[src/sv/fasu_pkg.sv]
`default_nettype none
package fasu_pkg;
    localparam int unsigned STATUS_BITS = 2;
    typedef enum logic [STATUS_BITS-1:0] {
        ST_OK        = 2'd0,
        ST_OVERFLOW  = 2'd1,
        ST_UNDERFLOW = 2'd2
    } t_status;
endpackage
`default_nettype wire

[src/sv/fasu_align.sv]
`default_nettype none
// Stage 1: unpack, zero detect, order operands, register.
// Stage 2: truncating right shift of the smaller mantissa, register.
module fasu_align #(
    parameter int EXP_BITS  = 8,
    parameter int MANT_BITS = 24
) (
    input  wire logic                        i_clk,
    input  wire logic                        i_rst_n,
    input  wire logic                        i_en,
    input  wire logic                        i_valid,
    input  wire logic                        i_op,
    input  wire logic [EXP_BITS+MANT_BITS:0] i_a,
    input  wire logic [EXP_BITS+MANT_BITS:0] i_b,
    output logic                             o_valid,
    output logic                             o_bypass,
    output logic [EXP_BITS+MANT_BITS:0]      o_bypass_word,
    output logic                             o_sl,
    output logic                             o_ss,
    output logic [EXP_BITS-1:0]              o_el,
    output logic [MANT_BITS-1:0]             o_ml,
    output logic [MANT_BITS-1:0]             o_sh
);
    localparam int W = EXP_BITS + MANT_BITS + 1;

    logic                 sa, sb, za, zb, a_big;
    logic [EXP_BITS-1:0]  ea, eb, d;
    logic [MANT_BITS-1:0] ma, mb;

    logic                 r1_valid, r1_zero_case, r1_sl, r1_ss;
    logic [W-1:0]         r1_word;
    logic [EXP_BITS-1:0]  r1_el, r1_d;
    logic [MANT_BITS-1:0] r1_ml, r1_ms;

    logic [MANT_BITS-1:0] sh;
    logic                 r2_valid, r2_bypass, r2_sl, r2_ss;
    logic [W-1:0]         r2_word;
    logic [EXP_BITS-1:0]  r2_el;
    logic [MANT_BITS-1:0] r2_ml, r2_sh;

    always_comb begin
        sa = i_a[W-1];
        sb = i_b[W-1] ^ i_op;
        ea = i_a[W-2:MANT_BITS];
        eb = i_b[W-2:MANT_BITS];
        ma = i_a[MANT_BITS-1:0];
        mb = i_b[MANT_BITS-1:0];
        za = (ea == '0) && (ma == '0);
        zb = (eb == '0) && (mb == '0);
        a_big = (ea > eb) || ((ea == eb) && (ma >= mb));
        d = a_big ? (ea - eb) : (eb - ea);
    end

    always_ff @(posedge i_clk) begin
        if (!i_rst_n) begin
            r1_valid <= 1'b0;
        end else if (i_en) begin
            r1_valid <= i_valid;
        end
    end

    always_ff @(posedge i_clk) begin
        if (i_en) begin
            r1_zero_case <= za || zb;
            if (za && zb) begin
                r1_word <= '0;
            end else if (za) begin
                r1_word <= {sb, i_b[W-2:0]};
            end else begin
                r1_word <= i_a;
            end
            r1_sl <= a_big ? sa : sb;
            r1_ss <= a_big ? sb : sa;
            r1_el <= a_big ? ea : eb;
            r1_ml <= a_big ? ma : mb;
            r1_ms <= a_big ? mb : ma;
            r1_d  <= d;
        end
    end

    always_comb begin
        if ({{(32-EXP_BITS){1'b0}}, r1_d} >= 32'(MANT_BITS)) begin
            sh = '0;
        end else begin
            sh = r1_ms >> r1_d;
        end
    end

    always_ff @(posedge i_clk) begin
        if (!i_rst_n) begin
            r2_valid <= 1'b0;
        end else if (i_en) begin
            r2_valid <= r1_valid;
        end
    end

    always_ff @(posedge i_clk) begin
        if (i_en) begin
            // shifted out entirely: larger operand with its effective sign
            r2_bypass <= r1_zero_case || (sh == '0);
            r2_word   <= r1_zero_case ? r1_word : {r1_sl, r1_el, r1_ml};
            r2_sl     <= r1_sl;
            r2_ss     <= r1_ss;
            r2_el     <= r1_el;
            r2_ml     <= r1_ml;
            r2_sh     <= sh;
        end
    end

    assign o_valid       = r2_valid;
    assign o_bypass      = r2_bypass;
    assign o_bypass_word = r2_word;
    assign o_sl          = r2_sl;
    assign o_ss          = r2_ss;
    assign o_el          = r2_el;
    assign o_ml          = r2_ml;
    assign o_sh          = r2_sh;
endmodule
`default_nettype wire

[src/sv/fasu_norm.sv]
`default_nettype none
// Stage 3: add/subtract and leading-zero count. Stage 4: normalize and pack.
module fasu_norm
    import fasu_pkg::*;
#(
    parameter int EXP_BITS  = 8,
    parameter int MANT_BITS = 24
) (
    input  wire logic                        i_clk,
    input  wire logic                        i_rst_n,
    input  wire logic                        i_en,
    input  wire logic                        i_valid,
    input  wire logic                        i_bypass,
    input  wire logic [EXP_BITS+MANT_BITS:0] i_bypass_word,
    input  wire logic                        i_sl,
    input  wire logic                        i_ss,
    input  wire logic [EXP_BITS-1:0]         i_el,
    input  wire logic [MANT_BITS-1:0]        i_ml,
    input  wire logic [MANT_BITS-1:0]        i_sh,
    output logic                             o_valid,
    output logic [EXP_BITS+MANT_BITS:0]      o_result,
    output logic [STATUS_BITS-1:0]           o_status
);
    localparam int W      = EXP_BITS + MANT_BITS + 1;
    localparam int LZ_W   = $clog2(MANT_BITS + 1);
    localparam int E_EXT  = (EXP_BITS > LZ_W ? EXP_BITS : LZ_W) + 1;

    logic [MANT_BITS:0]   sum;
    logic [MANT_BITS-1:0] diff;
    logic                 ds;
    logic [LZ_W-1:0]      lz;

    logic                 r_valid, r_bypass, r_add, r_s;
    logic [W-1:0]         r_word;
    logic [EXP_BITS-1:0]  r_el;
    logic [MANT_BITS:0]   r_sum;
    logic [MANT_BITS-1:0] r_diff;
    logic [LZ_W-1:0]      r_lz;

    logic [W-1:0]           n_result;
    logic [STATUS_BITS-1:0] n_status;
    logic [E_EXT-1:0]       e_ext, lz_ext;
    logic [MANT_BITS-1:0]   mnorm;

    logic                   r_out_valid;
    logic [W-1:0]           r_result;
    logic [STATUS_BITS-1:0] r_status;

    always_comb begin
        sum = {1'b0, i_ml} + {1'b0, i_sh};
        if (i_ml >= i_sh) begin
            diff = i_ml - i_sh;
            ds   = i_sl;
        end else begin
            diff = i_sh - i_ml;
            ds   = i_ss;
        end
        lz = LZ_W'(MANT_BITS);
        for (int k = 0; k < MANT_BITS; k++) begin
            if (diff[k]) begin
                lz = LZ_W'(MANT_BITS - 1 - k);
            end
        end
    end

    always_ff @(posedge i_clk) begin
        if (!i_rst_n) begin
            r_valid <= 1'b0;
        end else if (i_en) begin
            r_valid <= i_valid;
        end
    end

    always_ff @(posedge i_clk) begin
        if (i_en) begin
            r_bypass <= i_bypass;
            r_word   <= i_bypass_word;
            r_add    <= (i_sl == i_ss);
            r_s      <= (i_sl == i_ss) ? i_sl : ds;
            r_el     <= i_el;
            r_sum    <= sum;
            r_diff   <= diff;
            r_lz     <= lz;
        end
    end

    always_comb begin
        n_status = ST_OK;
        e_ext    = E_EXT'(r_el);
        lz_ext   = E_EXT'(r_lz);
        mnorm    = r_diff << r_lz;
        n_result = '0;
        if (r_bypass) begin
            n_result = r_word;
        end else if (r_add) begin
            if (r_sum[MANT_BITS]) begin
                if (r_el == '1) begin
                    n_status = ST_OVERFLOW;
                    n_result = {r_s, {EXP_BITS{1'b1}}, {MANT_BITS{1'b1}}};
                end else begin
                    n_result = {r_s, r_el + 1'b1, r_sum[MANT_BITS:1]};
                end
            end else begin
                n_result = {r_s, r_el, r_sum[MANT_BITS-1:0]};
            end
        end else if (r_diff == '0) begin
            n_result = '0;
        end else if (lz_ext > e_ext) begin
            n_status = ST_UNDERFLOW;
            n_result = '0;
        end else begin
            n_result = {r_s, EXP_BITS'(e_ext - lz_ext), mnorm};
        end
    end

    always_ff @(posedge i_clk) begin
        if (!i_rst_n) begin
            r_out_valid <= 1'b0;
        end else if (i_en) begin
            r_out_valid <= r_valid;
        end
    end

    always_ff @(posedge i_clk) begin
        if (i_en) begin
            r_result <= n_result;
            r_status <= n_status;
        end
    end

    assign o_valid  = r_out_valid;
    assign o_result = r_result;
    assign o_status = r_status;
endmodule
`default_nettype wire

[src/sv/float_add_sub_unit.sv]
// Four-stage pipeline from input transaction to result.
// Throughput one transaction per cycle; the whole pipe advances whenever the
// output stage is empty or being taken (global enable on m_axis_tready).
// Reset (i_rst_n low, synchronous) clears all stage valid bits.
`default_nettype none
module float_add_sub_unit
    import fasu_pkg::*;
#(
    parameter int EXP_BITS  = 8,
    parameter int MANT_BITS = 24
) (
    input  wire logic                                       i_clk,
    input  wire logic                                       i_rst_n,
    input  wire logic                                       s_axis_tvalid,
    output logic                                            s_axis_tready,
    // [0] operation, then operand_a, then operand_b; zero-padded to bytes
    input  wire logic [((2*(EXP_BITS+MANT_BITS+1)+1+7)/8)*8-1:0] s_axis_tdata,
    output logic                                            m_axis_tvalid,
    input  wire logic                                       m_axis_tready,
    // result, then status; zero-padded to bytes
    output logic [((EXP_BITS+MANT_BITS+1+STATUS_BITS+7)/8)*8-1:0] m_axis_tdata
);
    localparam int W   = EXP_BITS + MANT_BITS + 1;
    localparam int IW  = ((2*W+1+7)/8)*8;
    localparam int OW  = ((W+STATUS_BITS+7)/8)*8;

    logic                 en;
    logic                 a_valid, a_bypass, a_sl, a_ss;
    logic [W-1:0]         a_word;
    logic [EXP_BITS-1:0]  a_el;
    logic [MANT_BITS-1:0] a_ml, a_sh;
    logic [W-1:0]         res;
    logic [STATUS_BITS-1:0] st;

    assign en            = !m_axis_tvalid || m_axis_tready;
    assign s_axis_tready = en;

    fasu_align #(.EXP_BITS(EXP_BITS), .MANT_BITS(MANT_BITS)) u_align (
        .i_clk(i_clk), .i_rst_n(i_rst_n), .i_en(en),
        .i_valid(s_axis_tvalid), .i_op(s_axis_tdata[0]),
        .i_a(s_axis_tdata[W:1]), .i_b(s_axis_tdata[2*W:W+1]),
        .o_valid(a_valid), .o_bypass(a_bypass), .o_bypass_word(a_word),
        .o_sl(a_sl), .o_ss(a_ss), .o_el(a_el), .o_ml(a_ml), .o_sh(a_sh)
    );

    fasu_norm #(.EXP_BITS(EXP_BITS), .MANT_BITS(MANT_BITS)) u_norm (
        .i_clk(i_clk), .i_rst_n(i_rst_n), .i_en(en),
        .i_valid(a_valid), .i_bypass(a_bypass), .i_bypass_word(a_word),
        .i_sl(a_sl), .i_ss(a_ss), .i_el(a_el), .i_ml(a_ml), .i_sh(a_sh),
        .o_valid(m_axis_tvalid), .o_result(res), .o_status(st)
    );

    assign m_axis_tdata = OW'({st, res});

    logic unused_pad;
    assign unused_pad = ^s_axis_tdata[IW-1:2*W+1];
endmodule
`default_nettype wire

[config.mk]
export PLATFORM = sky130hd
export DESIGN_NAME = float_add_sub_unit
export DESIGN_NICKNAME = d
export VERILOG_FILES = /design/src/sv/fasu_pkg.sv /design/src/sv/fasu_align.sv /design/src/sv/fasu_norm.sv /design/src/sv/float_add_sub_unit.sv
export SDC_FILE = /design/constraint.sdc
export NUM_CORES = 1
export LEC_CHECK = 0
export BUFFER_PORTS_ARGS = -buffer_cell sky130_fd_sc_hd__clkbuf_2
export CORE_MARGIN = 2
export CORE_UTILIZATION = 29
export DETAILED_ROUTE_END_ITERATION = 16
export PLACE_DENSITY = 0.51
export REMOVE_ABC_BUFFERS = 1
export SYNTH_ARGS = -nofsm -noshare
export SYNTH_HDL_FRONTEND = slang
export SYNTH_SLANG_ARGS = --single-unit
[constraint.sdc]
create_clock -name i_clk -period 19.7 [get_ports i_clk]
set_input_delay 3.94 -clock i_clk [delete_from_list [all_inputs] [get_ports i_clk]]
set_output_delay 3.94 -clock i_clk [all_outputs]
set_load 0.02 [all_outputs]
## Word level (Yosys, flattened, before mapping)

Cells that the tools add are included.

- Bits in registers: 329
- Input bits: 76
- Output and inout bits: 42

- Mux-type cells: 46
- $add $sub $neg: 7
- Reduce and logical (&&, ||, !) cells: 19
- Shift operators: 2
- Bitwise logic cells: 1
- Equal/unequal tests: 3
- Order comparisons: 5

Operators by type and width:

| operator | count |
|---|---|
| 33-bit 2-to-1 mux | 6 |
| 24-bit zero test | 4 |
| 24-bit 2-to-1 mux | 4 |
| 32-bit 2-to-1 mux | 2 |
| 4-bit 2-to-1 mux | 16 |
| 24-bit greater-or-equal comparator | 2 |
| 24-bit subtractor | 2 |
| 24-bit by 24-bit adder with 25-bit output | 1 |
| 24-bit by 5-bit << shifter with 24-bit output | 1 |
| 24-bit by 8-bit >> shifter with 24-bit output | 1 |
| 8-bit zero test | 2 |
| 8-bit 2-to-1 mux | 2 |
| 16-bit OR reduction | 1 |
| 8-bit subtractor | 2 |
| 2-bit 2-to-1 mux | 6 |
| 3-bit 2-to-1 mux | 4 |
| 8-bit by 1-bit adder with 8-bit output (second input constant) | 1 |
| 8-bit equality test | 1 |
| 8-bit equality test (second input constant) | 1 |
| 8-bit by 5-bit greater-or-equal comparator with 1-bit output (second input constant) | 1 |
| 5-bit by 8-bit greater-than comparator with 1-bit output | 1 |
| 8-bit greater-than comparator | 1 |
| 8-bit OR reduction | 1 |
| 8-bit by 5-bit subtractor with 8-bit output | 1 |
| 8 further kinds | 19 |

## Logic depth before layout (Yosys ltp)

- Depth in word-level cells: 25
- Gate-level depth with buffers: 18
- Gate-level depth less buffers: 16

## By module

Synthesis repeated with hierarchy kept, for this count alone.

- Cells, all modules: 1937
- Area total of the unflattened synthesis: 20936.3 µm²

By module, submodules not included:

| module | cells each | times used | area an instance (µm²) | seq. area each (µm²) |
|---|---|---|---|---|
| fasu_norm | 1112 | 1 | 10536.4 | 4003.8 |
| fasu_align | 818 | 1 | 10352.4 | 5805.6 |
| float_add_sub_unit | 7 | 1 | 47.5 | 0.0 |

## Least setup slack after synthesis

OpenSTA, ideal clock, no wires.

- Kind: input port to output port
- Start: input port m_axis_tready
- End: output port s_axis_tready
- Data required time: 15760 ps
- Cell stages on the path: 2
- Slack: 2670 ps
- Buffers on the path: 1
- Arrival: 13090 ps
- Path through: nand2b_1 -> clkbuf_1

- Longest elaborated chain between the ends: 1

Ends and longest elaborated chain:

| element | line | RTL |
|---|---|---|
| start: declaration | float_add_sub_unit.sv:19 | `input wire logic m_axis_tready,` |
| 1-bit logical OR | float_add_sub_unit.sv:35 | `assign en = !m_axis_tvalid \|\| m_axis_tready;` |
| end: declaration | float_add_sub_unit.sv:15 | `output logic s_axis_tready,` |

Every way passes these cells.

## Worst setup path in the final report

Ends and elaborated chain as after synthesis.

==> summary.md <==
| Metric | Value |
|---|---|
| Remaining Overflow, GRT | 0 |
| Clock Skew | approximately 23 ps |
| Post-layout instance area | approximately 23000 um^2 |
| Initial drt markers | 901 |
| Cell mode on critical path | clkbuf_2 |
| Post-detail-place hpwl | around 46000 um |
| Placement Cell Area | approximately 22000 um^2 |
| Synth warnings | 0 |
| Clock buffer count from CTS | 40 |
| Overall Global Routing Usage | 16.2% |
| Crit-path max cell delay | 420 ps |
| Placer congestion estimate | around 0.87 |
| Worst-path cell chain | clkbuf_2 -> nand2b_4 -> clkbuf_2 |
| Final ANT Viol Nets | 0 |
| Worst reg2reg path depth | 16 |
| DIE WIDTH | approximately 270 um |
| Layout Utilization | about a third |
| DR DRC count | 0 |
| IO Pins | around 120 |
| Reg2reg end | u_norm.r_lz[0]$_SDFFCE_PP0P_ |
| Largest net degree at the start of global routing | 86 |
| CTS Sinks | between 300 and 400 |
| Htree depth | 2 |
| Hold Crit Start | u_align.o_bypass_word[27]$_DFFE_PP_ |
| Hold endpoint | u_norm.r_word[27]$_DFFE_PP_ |
| Netlist cell types | a little over 90 |
| DR WL/cell | approximately 20 um |
| Routed WL | just under 60000 um |
| Area grow syn2layout | 13.4% |
| Clk slew on worst S/H paths | about 60 ps |
| Worst R2R Start | u_align.o_ml[9]$_DFFE_PP_ |
| Vias | approximately 14000 |
| Nets | about 2100 |
| Worst Path Arrival | around 4800 ps |
| Critical path startpoint category | primary input |
| CP required | between 15000 and 20000 ps |
| Share of cells above drive strength 1 | between 10% and 20% |
| Top_reg_cell synth | edfxtp_1 |
| Worst hold path cell count | 0 |
| Worst-Margin Slew | approximately 1100 ps |
| Initial Utilization | a little under 30% |
| Bufs on Longest Clock Path | 3 |
| # rows | 96 |
| F_max | 0.114 GHz |
| Vias in the first global route | ~14000 |
| Post-synth EDFFs | 324 |
| Fin Setup TNS | 0 ps |
| Pwr Density | about 120 nW/um^2 |
| Full die area | between 70000 and 80000 um^2 |
| RSZ-0062 raised after global routing | no |
| CTS Root Cell | clkbuf_16 |
| Worst vdd ir | 58.5 uV |
| CP Class | primary input to output port |
| P_leak | slightly above 9 nW |
| Postcts setup bufs | 0 |
| Max-Cap Viols | 0 |
| Hold Crit Class | flop to flop |
| Hold_buf cts | 0 |
| Setup violations, final | 0 |
| Overall power | ~2.7 mW |
| Core Area | 68800 um^2 |
| Initial antenna violation count | 0 |
| Tmin final | between 8000 and 9000 ps |
| Port Buffers | 107 |
| Die height | 268 um |
| Mapped Area | around 20000 um^2 |
| Period utilisation layout | 44.4% |
| CP endpoint kind | output port |
| 1st-pass router iterations | 5 |
| First-pass GRT wire length | between 80000 and 90000 um |
| Normalized max-slew margin | 28.2% |
| Via density | between 4 and 5 |
| Hold Violations, Final | 0 |
| Place WS | about 11000 ps |
| Ys async rst share | 0% |
| Max FO, Critical Path | 36 |
| Post-synthesis sequential area ratio | about half |
| Mean Syn Cell Area | approximately 11 um^2 |
| Post-cts sizing count | 0 |
| Post-synthesis register bit count | between 300 and 400 |
| Final WS setup | 10960 ps |
| Status | finished, final reports clean |
| CTS tree | built |
| Slew Limit Fails | 0 |
| Crit-path slowest cell | nand2b_4 |
| Reg-to-reg slack, setup | about 15000 ps |
| Syn Inst Count | 1847 |
| Clock latency on the worst-skew pair | around 560 ps |
-- cells in the final DEF, fill, tap and decap left out, drive strengths merged, types with 42 or more instances in the layout --
| cell type | n |
|---|---|
| mux2i | 58 |
| nand2 | 134 |
| a21o | 47 |
| edfxtp | 324 |
| a21oi | 87 |
| clkbuf | 153 |
| o21ai | 118 |
| nor2 | 148 |
| ha | 116 |
| xnor2 | 42 |
| inv | 147 |
| mux2 | 93 |
-- layer usage --
| metal | share of wire (%) | wire, um | global-route usage (%) | vias up |
|---|---|---|---|---|
| met4 | 2.8 | 1660 | 5.22 | 0 |
| met1 | 45 | 26700 | 21.1 | 6985 |
| met3 | 3.0 | 1770 | 1.88 | 76 |
| met2 | 49 | 28600 | 28.1 | 275 |
| met5 | 0 | 0 | 0 | - |
| li1 | - | - | - | 6977 |
-- kinds of logic (layout without fill, tap and decap cells) --
logic type / count (synthesis) / in the layout / synth area share, %
and+or+nand+nor: 487 / 487 / 11.7
AOI/OAI and AO/OA: 446 / 446 / 14.7
DFF: 328 / 328 / 48.6
buffers and inverters: 243 / 340 / 5.03
muxes: 167 / 167 / 9.90
adders and majority gates: 122 / 122 / 7.78
xor gates and xnor gates: 53 / 53 / 2.30
other: 1 / 6 / 0.0186
-- through the flow --
step / std cells / hold slack [ps]
floorplan: 1751 / 400
global placement: 2806 / 407
detailed placement: 2806 / 405
CTS: 2879 / 419
global route: 2879 / 427
finish: 2880 / 418
-- power by group --
group          internal, mW  switching (mW)
clock                 0.438           0.296
sequential            0.942          0.0989
combinational         0.340           0.566
-- worst max path at each step --
stage	end	start	depth (start not counted)
final	s_axis_tready	m_axis_tready	3
after global routing	s_axis_tready	m_axis_tready	3
after CTS	s_axis_tready	m_axis_tready	3
after detailed placement	s_axis_tready	m_axis_tready	3
after global placement	s_axis_tready	m_axis_tready	3
after floorplan	s_axis_tready	m_axis_tready	1
-- state kept, by name, indices dropped and copies added (netlist names), 2 cells and up --
name                   cells
u_align.o_bypass_word     33
u_align.r1_el              8
u_align.r1_word           33
u_norm.r_diff             24
u_norm.o_status            2
u_norm.o_result           33
u_align.r1_ms             24
u_norm.r_lz                5
u_align.r1_d               8
u_norm.r_sum              24
u_align.o_ml              24
u_align.o_el               8
u_norm.r_el                8
u_align.r1_ml             24
u_align.o_sh              24
u_norm.r_word             33
-- worst max-delay path, delay by kind of cell --
kind	cells	cell delay [ps]
and+or+nand+nor	1	420
buffers and inverters	2	410
-- final cells by class --
class | count | area (um^2)
clock inverter | 27 | 278
multi-input combinational | 1280 | 9410
fill | 6894 | 45900
inverter | 143 | 537
tap | 931 | 1160
antenna | 1 | 2.50
timing repair buffer | 124 | 663
sequential | 328 | 9810
clock buffer | 46 | 1040
-- synthesized netlist by cell type (all sizes together), types with 23 or more instances --
cell type / number / share of area, %
a21oi: 87 / 2.2
clkbuf: 60 / 1.1
nor2b: 32 / 0.99
a211oi: 32 / 1.2
nor3: 32 / 0.85
a221oi: 23 / 1.1
mux2i: 58 / 2.9
buf: 40 / 1.3
nand2: 134 / 2.5
a21o: 47 / 1.8
nor2: 148 / 2.8
xnor2: 42 / 1.8
nand3: 24 / 0.62
nor4: 27 / 0.84
nand4: 25 / 0.81
mux2: 93 / 5.2
inv: 141 / 2.6
ha: 116 / 7.2
edfxtp: 324 / 48
o21ai: 118 / 3.0
(Power assumes the default switching activity.)
